[src/sv/nsh_pkg.sv]
// Shared constants, command/status types for the nearest sphere hit unit.
package nsh_pkg;

	localparam int NSH_MAX_SPHERES = 16;

	// Port field widths
	localparam int COORD_W   = 32;
	localparam int R2_W      = 31;
	localparam int CFG_W     = 5;
	localparam int IDX_IN_W  = 4;
	localparam int DIST_W    = 31;
	localparam int ENTRY_W   = 3 * COORD_W + R2_W;

	// Internal datapath widths
	localparam int L_W       = COORD_W + 1;  // origin minus center
	localparam int H_W       = 43;           // D.L in Q.24
	localparam int A_W       = 40;           // D.D in Q.24
	localparam int C_W       = 43;           // L.L - r2 in Q.24
	localparam int OPND_W    = 44;           // multiplier operand magnitude
	localparam int LIMB_W    = OPND_W / 2;
	localparam int ACC_W     = 2 * OPND_W;
	localparam int DISC_W    = 84;           // discriminant, Q.48
	localparam int SQ_W      = DISC_W / 2;   // root bits, one per step
	localparam int SR_W      = SQ_W + 3;     // root remainder
	localparam int NUM_W     = 45;           // root numerator
	localparam int Q_W       = DIST_W;       // quotient bits, one per step
	localparam int DIV_W     = 70;           // scaled divider operands
	localparam int STEP_W    = 6;

	localparam logic KIND_LOAD  = 1'b0;
	localparam logic KIND_QUERY = 1'b1;

	localparam logic [DIST_W-1:0] MISS_DIST = '1;

	// Products run in this order on the shared multiplier
	typedef enum logic [3:0] {
		OP_DL_X, OP_DL_Y, OP_DL_Z,
		OP_DD_X, OP_DD_Y, OP_DD_Z,
		OP_LL_X, OP_LL_Y, OP_LL_Z,
		OP_HH, OP_AC
	} mul_op_t;

	typedef struct packed {
		logic    tbl_wr;    // write load beat into the table
		logic    q_load;    // latch query ray, reset best
		logic    ent_load;  // form L from table entry
		logic    mul_step;  // one partial product
		logic [1:0] mul_part;
		mul_op_t mul_op;
		logic    mul_wb;    // write or accumulate product into its target
		logic    sq_step;   // one root bit
		logic    num_calc;  // numerator and divider setup
		logic    dv_step;   // one quotient bit
		logic    upd;       // keep nearest
		logic    out_load;  // move result into output register
	} nsh_cmd_t;

	typedef struct packed {
		logic a_zero;
		logic disc_neg;
		logic num_bad;
	} nsh_sts_t;

endpackage

[src/sv/nsh_ctrl.sv]
// Sequencer: handshakes, sphere loop, and step counting for the datapath.
module nsh_ctrl #(
	parameter int MAX_SPHERES = nsh_pkg::NSH_MAX_SPHERES,
	localparam int AW    = (MAX_SPHERES > 1) ? $clog2(MAX_SPHERES) : 1,
	localparam int CNT_W = $clog2(MAX_SPHERES + 1)
) (
	input  logic                     clk,
	input  logic                     arst_n,
	input  logic                     in_valid,
	output logic                     in_ready,
	input  logic                     kind,
	output logic                     out_valid,
	input  logic                     out_ready,
	input  logic                     cfg_valid,
	output logic                     cfg_ready,
	input  logic [nsh_pkg::CFG_W-1:0] cfg_data,
	output nsh_pkg::nsh_cmd_t        cmd,
	input  nsh_pkg::nsh_sts_t        sts,
	output logic [AW-1:0]            rd_addr
);
	import nsh_pkg::*;

	typedef enum logic [3:0] {
		S_IDLE, S_NEXT, S_LATCH, S_MUL, S_MWB, S_CHECK,
		S_SQRT, S_NUM, S_NCHK, S_DIV, S_UPD, S_DONE
	} state_t;

	state_t            state_q;
	logic [CNT_W-1:0]  ent_q;
	logic [STEP_W-1:0] step_q;
	logic [1:0]        part_q;
	mul_op_t           op_q;
	logic [CFG_W-1:0]  count_q;
	logic              out_valid_q;

	logic       in_acc;
	logic [6:0] lim7;
	logic       more;
	logic       out_free;

	assign in_acc   = in_valid && (state_q == S_IDLE);
	assign lim7     = (7'(count_q) > 7'(MAX_SPHERES)) ? 7'(MAX_SPHERES) : 7'(count_q);
	assign more     = 7'(ent_q) < lim7;
	assign out_free = !out_valid_q || out_ready;

	assign in_ready  = (state_q == S_IDLE);
	assign cfg_ready = 1'b1;
	assign out_valid = out_valid_q;
	assign rd_addr   = ent_q[AW-1:0];

	// Command decode
	always_comb begin
		cmd          = '0;
		cmd.mul_op   = op_q;
		cmd.mul_part = part_q;
		cmd.tbl_wr   = in_acc && (kind == KIND_LOAD);
		cmd.q_load   = in_acc && (kind == KIND_QUERY);
		cmd.ent_load = (state_q == S_LATCH);
		cmd.mul_step = (state_q == S_MUL);
		cmd.mul_wb   = (state_q == S_MWB);
		cmd.sq_step  = (state_q == S_SQRT);
		cmd.num_calc = (state_q == S_NUM);
		cmd.dv_step  = (state_q == S_DIV);
		cmd.upd      = (state_q == S_UPD);
		cmd.out_load = (state_q == S_DONE) && out_free;
	end

	// State and registered outputs
	always_ff @(posedge clk or negedge arst_n) begin
		if (!arst_n) begin
			state_q     <= S_IDLE;
			ent_q       <= '0;
			step_q      <= '0;
			part_q      <= '0;
			op_q        <= OP_DL_X;
			count_q     <= '0;
			out_valid_q <= 1'b0;
		end else begin
			if (cfg_valid) begin
				count_q <= cfg_data;
			end
			// Result beat flag: set on a finished query, cleared once taken
			if ((state_q == S_DONE) && out_free) begin
				out_valid_q <= 1'b1;
			end else if (out_ready) begin
				out_valid_q <= 1'b0;
			end
			unique case (state_q)
				S_IDLE: begin
					if (in_acc && (kind == KIND_QUERY)) begin
						ent_q   <= '0;
						state_q <= S_NEXT;
					end
				end
				S_NEXT: begin
					state_q <= more ? S_LATCH : S_DONE;
				end
				S_LATCH: begin
					op_q    <= OP_DL_X;
					part_q  <= '0;
					state_q <= S_MUL;
				end
				S_MUL: begin
					part_q <= part_q + 2'd1;
					if (part_q == 2'd3) begin
						state_q <= S_MWB;
					end
				end
				S_MWB: begin
					if (op_q == OP_AC) begin
						state_q <= S_CHECK;
					end else begin
						op_q    <= mul_op_t'(op_q + 4'd1);
						state_q <= S_MUL;
					end
				end
				S_CHECK: begin
					step_q <= '0;
					if (sts.a_zero || sts.disc_neg) begin
						ent_q   <= ent_q + 1'b1;
						state_q <= S_NEXT;
					end else begin
						state_q <= S_SQRT;
					end
				end
				S_SQRT: begin
					step_q <= step_q + 1'b1;
					if (step_q == STEP_W'(SQ_W - 1)) begin
						state_q <= S_NUM;
					end
				end
				S_NUM: begin
					state_q <= S_NCHK;
				end
				S_NCHK: begin
					step_q <= '0;
					if (sts.num_bad) begin
						ent_q   <= ent_q + 1'b1;
						state_q <= S_NEXT;
					end else begin
						state_q <= S_DIV;
					end
				end
				S_DIV: begin
					step_q <= step_q + 1'b1;
					if (step_q == STEP_W'(Q_W - 1)) begin
						state_q <= S_UPD;
					end
				end
				S_UPD: begin
					ent_q   <= ent_q + 1'b1;
					state_q <= S_NEXT;
				end
				S_DONE: begin
					if (out_free) begin
						state_q <= S_IDLE;
					end
				end
				default: state_q <= S_IDLE;
			endcase
		end
	end

endmodule

[config.mk]
export PLATFORM = sky130hd
export DESIGN_NAME = nsh_ctrl
export DESIGN_NICKNAME = d
export VERILOG_FILES = /design/src/sv/nsh_pkg.sv /design/src/sv/nsh_ctrl.sv
export SDC_FILE = /design/constraint.sdc
export NUM_CORES = 1
export LEC_CHECK = 0
export CAP_MARGIN = 25
export CORE_MARGIN = 3
export CORE_UTILIZATION = 34
export CTS_CLUSTER_DIAMETER = 40
export DETAILED_ROUTE_END_ITERATION = 10
export DONT_BUFFER_PORTS = 1
export PLACE_DENSITY = 0.46
export SLEW_MARGIN = 30
export SYNTH_ARGS = -nofsm -noshare
export SYNTH_HDL_FRONTEND = slang
export SYNTH_SLANG_ARGS = --single-unit
[constraint.sdc]
create_clock -name clk -period 2.41 [get_ports clk]
set_clock_uncertainty 0.1 [all_clocks]
set_input_delay 0.3615 -clock clk [delete_from_list [all_inputs] [get_ports clk]]
set_output_delay 0.3615 -clock clk [all_outputs]
set_load 0.005 [all_outputs]
==> metrics.txt, run 1 <==
status=completed; hold depth=1; post-CTS setup buffers=0; DR pass1 iterations=4; post-synth cell types=47; Slew @ Worst Pin=~600 ps; number of CTS-inserted buffers=3; die area=slightly above 0.006 sq mm; Max Fanout on Critical Path=18; Avg Vias per Cell=between 5 and 6; share of synthesized registers carrying an async set or reset=100.0%; Die Y-Extent=78.34 um; critical path data required time=between 2000 and 3000 ps; Post-Syn Nets=around 220; Die W=78.34 um; GRT Util Overall=about 14%; htree depth=1; IO Pins=37; # rows=25; initial cell density of the core=between 30% and 40%; Clock Tree Buf Depth=2; startpoint types=flip-flop; Min Clock Period, post-route=2136 ps; HP Class=input pin to flip-flop; first-iteration detailed-routing DRC count=38; hold wc startpoint=cfg_valid; number of antenna violations at the first check in global routing=0; Post-DP HPWL=3002 um; area delta synth->final=6.259%; post-synth top area share=37.97%; Core Area=0.004880 sq mm; sequential-to-total area share from yosys stat=approximately 38%; cells on worst reg2reg path=5; Setup Viol. Count Final=0; Max Cap Viol=0; antenna cells=0; DR WL/cell=15.07 um; Mean Syn Cell Area=slightly below 9 sq um; largest net degree at the start of global routing=28; top cell type by total area after synthesis=dfrtp_1; post-route setup TNS=0 ps; RR Endpoint=ent_q[3]$_DFFE_PN0P_; number of synthesized flops with an enable pin=0; CTS tree=done; port bufs=0; Setup CP Type=flip-flop to flip-flop; crit end category=flip-flop; Cell Count Post-Placement=roughly 260; residual DRC count=0; #FFs+latches synth=27; Filler cells=between 500 and 600; Worst-Skew Late Latency=~270 ps; Yosys warning count=0; total gr overflow=0; peak ir drop on the vdd network=0.3842 mV; layout cells sized above 1=under 10%; Arr. time, crit path=2250 ps; Finished Layout Cells=around 260; Reg clk slew, reported paths=~100 ps; power per cell area=1045 mW/mm^2; Final Max Slew Viols=0; nets@finish=222; flop-to-flop setup slack=between 200 and 300 ps; Hold Vio Cnt, Final=0; Final Cycle Share=88.62%; Hold EP=count_q[4]$_DFFE_PN0P_; Synth area leaders=dfrtp_1 38%, ha_1 7.7%, o21ai_0 5.1%; Antenna Nets Post-Route=0; first-pass GRT wire length=6824 um; Vias=approximately 1,400; Mapped Cells=just under 200; max frequency=468.2 MHz; static leakage=0.8525 nW; Root Buffer=clkbuf_8; clk sink count=27; Top FF cell, synth=dfrtp_1; worst r2r src=state_q[2]$_DFFE_PN0P_; number of global-route vias before repair=1,388; Final GP Congestion=0.8055; Worst slew margin=59.76%; Setup crit start=state_q[2]$_DFFE_PN0P_; final WL=3963 um; Synth Cell Area=0.001779 sq mm; RSZ-0062 raised after global routing=false
==> power breakdown <==
part / internal [W] / total (W) / switching, W
Combinational: 0.000396 / 0.000873 / 0.000477
Clock: 0.000117 / 0.000271 / 0.000153
Sequential: 0.000574 / 0.000833 / 0.000258
==> worst max-delay path, cell delays in order, from the launching register on <==
cell and delay (ps):
dfrtp_1 740, nor4bb_4 500, or3_1 180, nand4_1 100, or3_1 320, a21oi_1 140
==> cells by family after synthesis <==
kind of cell	after synthesis	synth area share (%)
flops	27	37.97
fa+ha+maj	11	7.735
other cells	1	0.2108
simple gates	84	25.74
compound gates	42	14.70
buf+inv	21	6.540
xor+xnor	7	3.446
mux	6	3.657
==> cells in the final DEF, fill, tap and decap left out, types with 2 or more instances in the layout <==
cell type | netlist | routed
o31ai_1 | 4 | 4
xor2_1 | 5 | 5
nor3_1 | 3 | 3
mux2i_1 | 2 | 2
nand2b_1 | 5 | 5
xnor2_1 | 2 | 2
o21ai_0 | 18 | 18
or3_1 | 3 | 3
nor2_1 | 17 | 17
nor2b_1 | 4 | 4
ha_1 | 11 | 11
o31a_1 | 2 | 2
and3_1 | 3 | 3
nand2_1 | 23 | 23
clkbuf_8 | 0 | 3
nand4_1 | 6 | 6
buf_4 | 5 | 3
a21oi_1 | 7 | 7
nand3_1 | 9 | 9
mux2_2 | 4 | 4
inv_1 | 9 | 9
dfrtp_1 | 27 | 27
==> worst max path at each step <==
stage          cells after the start                   end
6_report                           5  ent_q[3]$_DFFE_PN0P_
5_1_grt                            5  ent_q[3]$_DFFE_PN0P_
4_1_cts                            2               cmd[14]
3_5_place_dp                       5  ent_q[3]$_DFFE_PN0P_
3_3_place_gp                       5  ent_q[3]$_DFFE_PN0P_
2_1_floorplan                      6  ent_q[3]$_DFFE_PN0P_
==> cells in the mapped netlist, drive strengths merged, types with 2 or more instances <==
cell type	number
nand4	6
and3	3
mux2i	2
inv	9
xor2	5
dfrtp	27
nand3	9
o31a	2
nor2	17
or3	3
buf	10
clkbuf	2
ha	11
xnor2	2
o31ai	4
nor3b	2
nand2	23
mux2	4
a21oi	7
o21ai	18
nand2b	5
nor2b	4
nor4	2
nor3	3
==> metrics by stage <==
step | worst slack, ps | hold WS, ps | instance area (sq um) | total power [W] | utilization [%]
after floorplan | 680.8 | -34.09 | 1779 | 0.001528 | -
after global placement | 410.9 | -32.99 | 1803 | 0.001656 | 36.95
after detailed placement | 338.1 | -33.01 | 1803 | 0.001693 | 36.95
after CTS | 141.1 | 55.18 | 1882 | 0.001987 | 38.56
after global routing | 68.90 | 61.61 | 1891 | 0.002191 | 38.74
final | 274.2 | 68.55 | 1891 | 0.001976 | 38.74
==> metal layers <==
layer | global-route usage, % | part of all wire [%] | vias to the layer above
li1 | - | - | 695
met3 | 4.014 | 5.0 | 2
met5 | 0 | 0 | -
met2 | 22.17 | 48 | 27
met1 | 18.78 | 47 | 657
met4 | 1.748 | 0.38 | 0
==> cell type report <==
| class | count | area, sq um | area share (%) |
|---|---|---|---|
| clock inverters | 1 | 7.507 | 0.3971 |
| flip-flops and latches | 27 | 675.6 | 35.74 |
| multi-input cells | 151 | 996.0 | 52.68 |
| inverters | 9 | 33.78 | 1.787 |
| well taps | 67 | 83.83 | 4.434 |
| clock buffers | 3 | 41.29 | 2.184 |
| repair buffers | 5 | 52.55 | 2.780 |
==> what timing repair did <==
action | 4_1_cts | 5_1_grt
endpoints found under the setup margin | 0 | 1
hold buffers | 2 | 0
endpoints found under the hold margin | 27 | 0
resized for setup | 0 | 1
==> state kept, by name, summed over array words and instances (netlist names) <==
name and flops:
state_q 4, op_q 4, step_q 6, out_valid 1, ent_q 5, count_q 5, part_q 2
Power figures use the tool's default switching activity.
==> run 2, diff against run 1 <==
--- a/config.mk
+++ b/config.mk
@@ -5,13 +5,16 @@
 export SDC_FILE = /design/constraint.sdc
 export NUM_CORES = 1
 export LEC_CHECK = 0
+export ABC_AREA = 1
 export CAP_MARGIN = 25
+export CELL_PAD_IN_SITES_DETAIL_PLACEMENT = 2
+export CELL_PAD_IN_SITES_GLOBAL_PLACEMENT = 2
 export CORE_MARGIN = 3
 export CORE_UTILIZATION = 34
 export CTS_CLUSTER_DIAMETER = 40
 export DETAILED_ROUTE_END_ITERATION = 10
 export DONT_BUFFER_PORTS = 1
-export PLACE_DENSITY = 0.46
+export PLACE_DENSITY = 0.75
 export SLEW_MARGIN = 30
 export SYNTH_ARGS = -nofsm -noshare
 export SYNTH_HDL_FRONTEND = slang
==> run 2 against run 1 <==
Compared with the run above: clock power down 1%; via count rose by 16%; setup slack better by 91 ps; maximum frequency up 4.4%; cell area rose by 3.5%; register-to-register slack improved by 380 ps; utilization is 0.91 points lower; non-clock buffer count decreased by 3; largest power group unchanged; highest routed layer unchanged.
==> metrics.txt, run 2 <==
flop-to-flop setup slack=650 ps; Yosys warning count=0; final worst setup slack=364.7 ps; hold wc startpoint=cfg_valid; most frequent cells in the layout=74 x nand2_1, 36 x inv_1, 30 x nor2_1; biggest regs=step_q (6), count_q (5), ent_q (5); number of antenna violations at the first check in global routing=0; critical path data required time=1950 ps; commonest non-fill, non-tap cell in the layout=nand2_1; Arr. time, crit path=between 1500 and 2000 ps; GRT Util Overall=16.43%; Hold EP=count_q[0]$_DFFE_PN0P_; Synth area leaders=dfrtp_1 37%, nand2_1 15%, ha_1 7.5%; hold buffer count at CTS=2; port bufs=0; worst r2r src=count_q[2]$_DFFE_PN0P_; Vias=1,605; Final Cycle Share=84.87%; DR WL/cell=around 15 um; IO Pins=37; CTS tree=done; Post-Syn Nets=roughly 280; static leakage=1.053 nW; startpoint types=flip-flop; Final GP Congestion=0.7457; hold depth=1; Setup CP Type=flip-flop to output pin; Top FF cell, synth=dfrtp_1; clk sink count=27; Min Clock Period, post-route=2045 ps; Synth Cell Area=0.001836 sq mm; Reg clk slew, reported paths=100 ps; first-iteration detailed-routing DRC count=40; Final Max Slew Viols=0; post-CTS setup buffers=0; largest net degree at the start of global routing=28; Setup Viol. Count Final=0; post-synth cell types=26; cts repair resizes=0; Max Cap Viol=0; Top reg by flops=step_q; Cell Count Post-Placement=321; peak ir drop on the vdd network=0.2933 mV; layout cells sized above 1=around 8.6%; final WL=between 4000 and 5000 um; number of CTS-inserted buffers=3; top cell type by total area after synthesis=dfrtp_1; Mean Syn Cell Area=between 7 and 8 sq um; status=completed; worst-path cell chain=nor2_1 > nand2_1 > inv_1 > nand2_1 > nor2_1; power per cell area=915.9 mW/mm^2; Worst path slowest cell=dfrtp_1; pre-CTS WS=about 630 ps; Antenna Nets Post-Route=0; crit end category=output pin; Filler cells=636; post-synth top area share=36.81%; most common cell in the netlist=nand2_1; Mapped Cells=257; die area=0.006316 sq mm; RR Endpoint=state_q[0]$_DFFE_PN0P_; Avg Vias per Cell=between 4 and 5; number of global-route vias before repair=1,717; Root Buffer=clkbuf_8; cells on worst reg2reg path=13; nets@finish=283; Core Area=roughly 0.0052 sq mm; Max Fanout on Critical Path=6; initial cell density of the core=35.49%; total gr overflow=0; RSZ-0062 raised after global routing=false; htree depth=1; Clock Tree Buf Depth=2; Synth top cells by count=74 x nand2_1, 36 x inv_1, 30 x nor2_1, 27 x dfrtp_1, 20 x nand3_1; Finished Layout Cells=327; share of synthesized registers carrying an async set or reset=100.0%; max frequency=about 490 MHz; post-route setup TNS=0 ps; number of synthesized flops with an enable pin=0; #FFs+latches synth=27; Die W=around 79 um; crit-path leading delay family=simple AND/OR/NAND/NOR gates; antenna cells=0; Setup crit start=state_q[1]$_DFFE_PN0P_; HP Class=input pin to flip-flop; CP max stage delay=450 ps; Worst-Skew Late Latency=270 ps; # rows=26; DR pass1 iterations=4; WP buf/inv=1; sequential-to-total area share from yosys stat=36.81%; area delta synth->final=6.612%; max FFs per register=6; Die Y-Extent=79.48 um; residual DRC count=0; Post-DP HPWL=3922 um; first-pass GRT wire length=8252 um; Hold Vio Cnt, Final=0
run 2: cell types whose count changed in the layout (fill, tap and decap cells not counted), sizes merged, moves of 4 or more:
cell,before,now
inv,9,41
nand2,23,78
nand2b,5,0
nand3,9,20
nand3b,1,6
nand4,6,0
nor2,17,35
nor2b,4,0
o21ai,18,11
o31ai,4,0
run 2: cells by family after synthesis:
| kind of cell | count (synthesis) | share of synthesized area, % |
|---|---|---|
| DFF | 27 | 36.81 |
| adders and majority gates | 11 | 7.498 |
| other | 1 | 0.2043 |
| AOI/OAI and AO/OA | 19 | 5.794 |
| muxes | 2 | 1.227 |
| and+or+nand+nor | 143 | 34.49 |
| buffers and inverters | 47 | 10.63 |
| xor gates and xnor gates | 7 | 3.340 |
run 2: worst max-delay path by stage:
stage,cells after the start,slack (ps),end
floorplan,13,830,state_q[3]$_DFFE_PN0P_
global placement,13,680,state_q[3]$_DFFE_PN0P_
global route,5,230,cmd[14]
detailed placement,13,630,state_q[0]$_DFFE_PN0P_
CTS,5,360,cmd[15]
finish,5,360,cmd[14]
run 2: worst reg2reg max path, cell delays in order, from the launching register on:
cell and delay [ps]:
dfrtp_1 410, nor2_1 110, nand3_1 70, nand2_1 90, nand2_1 70, ha_1 270
nand2_1 90, inv_1 40, nand2_1 60, nand3_1 70, nand2_1 90, nand2_1 70
nand2_1 70, nand2_1 50
run 2: metrics by stage:
stage,power (W),cell area (sq um),hold WS [ps],utilization [%]
after global routing,0.001992,1957,73.15,37.83
after global placement,0.001511,1882,-33.42,36.38
after CTS,0.001835,1957,75.77,37.83
after detailed placement,0.001540,1882,-33.32,36.38
after floorplan,0.001308,1836,-34.09,-
final,0.001792,1957,85.37,37.83
run 2: cell type report:
class                   instances  area [sq um]  area share [%]
repair buffers                  2         30.03           1.535
flip-flops and latches         27         675.6           34.53
clock buffers                   4         45.04           2.302
multi-input cells             183         964.7           49.30
well taps                      70         87.58           4.476
inverters                      41         153.9           7.864
run 2: where the power goes:
| group | leakage (nW) | internal, W | total, W | switching [W] |
|---|---|---|---|---|
| Clock | 0.0228 | 0.000119 | 0.000267 | 0.000148 |
| Combinational | 0.672 | 0.000264 | 0.000858 | 0.000594 |
| Sequential | 0.359 | 0.000545 | 0.000668 | 0.000123 |
| Total | 1.05 | 0.000927 | 0.00179 | 0.000865 |
run 2: layer usage:
metal	GRT usage (%)	share of wire, %	wire (um)	vias up
met2	28.71	49	2399	24
met4	3.608	0.47	23	0
li1	-	-	-	790
met3	2.483	3.8	186	2
met1	21.27	46	2245	789
met5	0	0	0	-
==> run 3, diff against run 2 <==
--- a/config.mk
+++ b/config.mk
@@ -5,7 +5,7 @@
 export SDC_FILE = /design/constraint.sdc
 export NUM_CORES = 1
 export LEC_CHECK = 0
-export ABC_AREA = 1
+export ABC_AREA = 0
 export CAP_MARGIN = 25
 export CELL_PAD_IN_SITES_DETAIL_PLACEMENT = 2
 export CELL_PAD_IN_SITES_GLOBAL_PLACEMENT = 2
@@ -14,7 +14,7 @@
 export CTS_CLUSTER_DIAMETER = 40
 export DETAILED_ROUTE_END_ITERATION = 10
 export DONT_BUFFER_PORTS = 1
-export PLACE_DENSITY = 0.75
+export PLACE_DENSITY = 0.73
 export SLEW_MARGIN = 30
 export SYNTH_ARGS = -nofsm -noshare
 export SYNTH_HDL_FRONTEND = slang
==> constraint.sdc (replaced) <==
create_clock -name clk -period 1.7 [get_ports clk]
set_clock_uncertainty 0.1 [all_clocks]
set_input_delay 0.255 -clock clk [delete_from_list [all_inputs] [get_ports clk]]
set_output_delay 0.255 -clock clk [all_outputs]
set_load 0.005 [all_outputs]
==> run 3 against run 2 <==
Compared with the run above: synthesized cell count decreased by 23%; area after synthesis decreased by 3.1%; the run now fails in global routing (5_1_grt).
==> metrics.txt, run 3 <==
largest net degree at the start of global routing=28; Mapped Cells=199; Synth area leaders=dfrtp_1 38%, ha_1 7.7%, o21ai_0 5.1%; Die W=78.34 um; number of synthesized flops with an enable pin=0; First Err=[ERROR DPL-0033] detailed placement checks failed during check placement.; worst setup endpoint GRT=cmd[14]; # rows=25; number of CTS-inserted buffers=3; Clock Tree Buf Depth=2; Synth Area in Compound Gates=14.70%; Mean Syn Cell Area=8.941 sq um; Yosys warning count=0; port bufs=0; sequential-to-total area share from yosys stat=between 30% and 40%; pre-CTS WS=-231.5 ps; htree depth=1; simple-gate share of the synthesized area=25.74%; #FFs+latches synth=27; Top FF cell, synth=dfrtp_1; area share of xor/xnor cells in the synthesized design=3.446%; status=aborted with a tool error; clk sink count=27; Die Y-Extent=78.34 um; Post-Syn Nets=224; Root Buffer=clkbuf_8; initial cell density of the core=36.46%; top cell type by total area after synthesis=dfrtp_1; Post-Synth Adder-Cell Area=7.736%; post-synth top area share=37.97%; Synth Cell Area=about 0.0018 sq mm; post-synth cell types=47; most common cell in the netlist=dfrtp_1; Synth top cells by count=27 x dfrtp_1, 23 x nand2_1, 18 x o21ai_0, 17 x nor2_1, 11 x ha_1; largest family of logic cells by synthesized area=simple AND/OR/NAND/NOR gates; Post-DP HPWL=4335 um; failing step=global routing (5_1_grt); IO Pins=37; number of antenna violations at the first check in global routing=0; worst endpoint type=output port; share of synthesized registers carrying an async set or reset=100.0%; post-synthesis mux area share=3.657%; Final GP Congestion=~0.83
[run 3: cell count changes after synthesis, sizes merged, moves of 4 or more]
cell    before  now
o31ai        0    4
nor2        35   17
inv         41    9
nand4        0    6
buf          5   10
nand2b       0    5
nand3       20    9
nor2b        0    4
nand3b       6    1
nand2       78   23
o21ai       11   18
[run 3: what timing repair did]
action / 4_1_cts
resized for setup: 58
hold buffers: 3
setup buffers: 17
endpoints found under the setup margin: 26
pin swaps: 13
hold endpoints to repair: 28
[run 3: kinds of logic after synthesis]
logic type      Yosys count
other cells               1
xor+xnor                  7
mux                       6
simple gates             84
flops                    27
compound gates           42
buf+inv                  21
fa+ha+maj                11
[run 3: per-stage QoR]
| stage | hold WS (ps) | cell area, sq um | instances | utilization, % |
|---|---|---|---|---|
| floorplan | -140.6 | 1785 | 199 | - |
| global placement | -139.7 | 2042 | 288 | 41.85 |
| detailed placement | -139.6 | 2042 | 288 | 41.85 |
| CTS | 13.24 | 2480 | 310 | 50.82 |
==> run 4, diff against run 3 <==
--- a/config.mk
+++ b/config.mk
@@ -7,14 +7,11 @@
 export LEC_CHECK = 0
 export ABC_AREA = 0
 export CAP_MARGIN = 25
-export CELL_PAD_IN_SITES_DETAIL_PLACEMENT = 2
-export CELL_PAD_IN_SITES_GLOBAL_PLACEMENT = 2
 export CORE_MARGIN = 3
-export CORE_UTILIZATION = 34
-export CTS_CLUSTER_DIAMETER = 40
+export CORE_UTILIZATION = 20
 export DETAILED_ROUTE_END_ITERATION = 10
 export DONT_BUFFER_PORTS = 1
-export PLACE_DENSITY = 0.73
+export PLACE_DENSITY_LB_ADDON = 0.15
 export SLEW_MARGIN = 30
 export SYNTH_ARGS = -nofsm -noshare
 export SYNTH_HDL_FRONTEND = slang
==> constraint.sdc (replaced) <==
create_clock -name clk -period 2.21 [get_ports clk]
set_clock_uncertainty 0.1 [all_clocks]
set_input_delay 0.3315 -clock clk [delete_from_list [all_inputs] [get_ports clk]]
set_output_delay 0.3315 -clock clk [all_outputs]
set_load 0.005 [all_outputs]
==> run 4 against run 3 <==
Compared with the run above: the run now ends clean.
==> metrics.txt, run 4 (synthesized netlist as in run 1, its figures left out) <==
residual DRC count=0; Die Y-Extent=100.3 um; Clock Tree Buf Depth=2; Util after Layout=about a quarter; Worst path slowest cell=dfrtp_1; max FFs per register=6; pre-CTS WS=between 200 and 250 ps; Arr. time, crit path=1630 ps; port bufs=0; Max Fanout on Critical Path=9; HP Class=input pin to flip-flop; Max Cap Viol=0; final instance area=0.001979 sq mm; Worst slew margin=60.32%; Reg clk slew, reported paths=about 100 ps; crit end category=output pin; # rows=33; largest net degree at the start of global routing=28; biggest regs=step_q (6), count_q (5), ent_q (5); Core Area=between 0.008 and 0.009 sq mm; Slew @ Worst Pin=589.8 ps; Final GP Congestion=0.7383; Setup CP Type=flip-flop to output pin; number of antenna violations at the first check in global routing=0; antenna cells=0; hold wc startpoint=cfg_valid; DR WL/cell=14.98 um; commonest non-fill, non-tap cell in the layout=dfrtp_1; Min Clock Period, post-route=2061 ps; CTS tree=done; Final Cycle Share=93.25%; crit-path leading delay family=buffers and inverters; number of CTS-inserted buffers=3; status=completed; flop-to-flop setup slack=210 ps; GRT Util Overall=9.615%; Top reg by flops=step_q; worst-path cell chain=buf_4 > buf_4 > nor4b_1 > buf_4; IO Pins=37; nets@finish=229; total gr overflow=0; static leakage=0.8865 nW; Setup crit start=state_q[0]$_DFFE_PN0P_; CP max stage delay=roughly 500 ps; critical path data required time=between 1500 and 2000 ps; WP buf/inv=3; placed cell area=between 0.0015 and 0.002 sq mm; Final Max Slew Viols=0; post-route setup TNS=0 ps; RSZ-0062 raised after global routing=false; number of global-route vias before repair=roughly 1,400; worst r2r src=state_q[0]$_DFFE_PN0P_; Antenna Nets Post-Route=0; most frequent cells in the layout=26 x dfrtp_1, 23 x nand2_1, 18 x o21ai_0; Root Buffer=clkbuf_8; die area=0.01006 sq mm; final worst setup slack=149.2 ps; cell mode on critical path=buf_4; clk sink count=27; htree depth=1; Die W=around 100 um; Vias=around 1,400; area delta synth->final=11.25%; startpoint types=flip-flop; Hold Vio Cnt, Final=0; initial cell density of the core=between 20% and 30%; Worst-Skew Late Latency=280 ps; final WL=4615 um; max frequency=about 490 MHz; layout cells sized above 1=12.32%; power per cell area=1125 mW/mm^2; Setup Viol. Count Final=0; Post-DP HPWL=3515 um; peak ir drop on the vdd network=0.3008 mV; DR pass1 iterations=4; first-pass GRT wire length=roughly 7600 um; Cell Count Post-Placement=302; first-iteration detailed-routing DRC count=a little over 60; Finished Layout Cells=between 300 and 400; Avg Vias per Cell=between 4 and 5; Filler cells=934
[run 4: metal layers]
metal	GRT usage, %	part of all wire [%]	up-vias
li1	-	-	710
met1	13.46	50	632
met2	14.63	44	32
met3	2.780	5.7	2
met4	2.176	0.67	0
met5	0	0	-
[run 4: per-stage QoR]
step,hold slack [ps],power [W]
CTS,30.84,0.002274
floorplan,-64.09,0.001666
detailed placement,-62.74,0.001945
global placement,-62.79,0.001959
global route,44.35,0.002463
finish,44.00,0.002226
[run 4: area by class of cell]
cell class | instances | area (sq um) | area share (%)
clock buffers | 4 | 45.04 | 2.276
inverters | 9 | 33.78 | 1.707
multi-input cells | 151 | 987.2 | 49.87
flip-flops and latches | 27 | 676.9 | 34.20
well taps | 105 | 131.4 | 6.637
repair buffers | 12 | 105.1 | 5.310
[run 4: final timing paths]
check / depth (start not counted) / end
max: 4 / cmd[5]
min: 1 / count_q[4]$_DFFE_PN0P_
max reg2reg: 6 / state_q[0]$_DFFE_PN0P_
min reg2reg: 1 / count_q[0]$_DFFE_PN0P_
max in group asynchronous: 2 / state_q[3]$_DFFE_PN0P_
min in group asynchronous: 2 / step_q[5]$_DFFE_PN0P_
[run 4: worst reg2reg max path, delay by kind of cell (launching register included)]
kind                   cells  cell delay (ps)
and+or+nand+nor            1              270
buffers and inverters      1              210
DFF                        1              530
AOI/OAI and AO/OA          4              770
[run 4: timing repair]
action | 4_1_cts | 5_1_grt
setup buffers | 0 | 0
setup endpoints to repair | 0 | 1
hold endpoints to repair | 27 | 0
hold buffers | 2 | 0
gates resized for setup | 0 | 1
[run 4: report_power, final]
| part | leakage, nW | internal, W | total (W) | switching, W |
|---|---|---|---|---|
| registers | 0.353 | 0.000629 | 0.000876 | 0.000247 |
| clock network | 0.0228 | 0.000130 | 0.000292 | 0.000163 |
| logic | 0.511 | 0.000489 | 0.00106 | 0.000570 |
| total | 0.886 | 0.00125 | 0.00223 | 0.000979 |
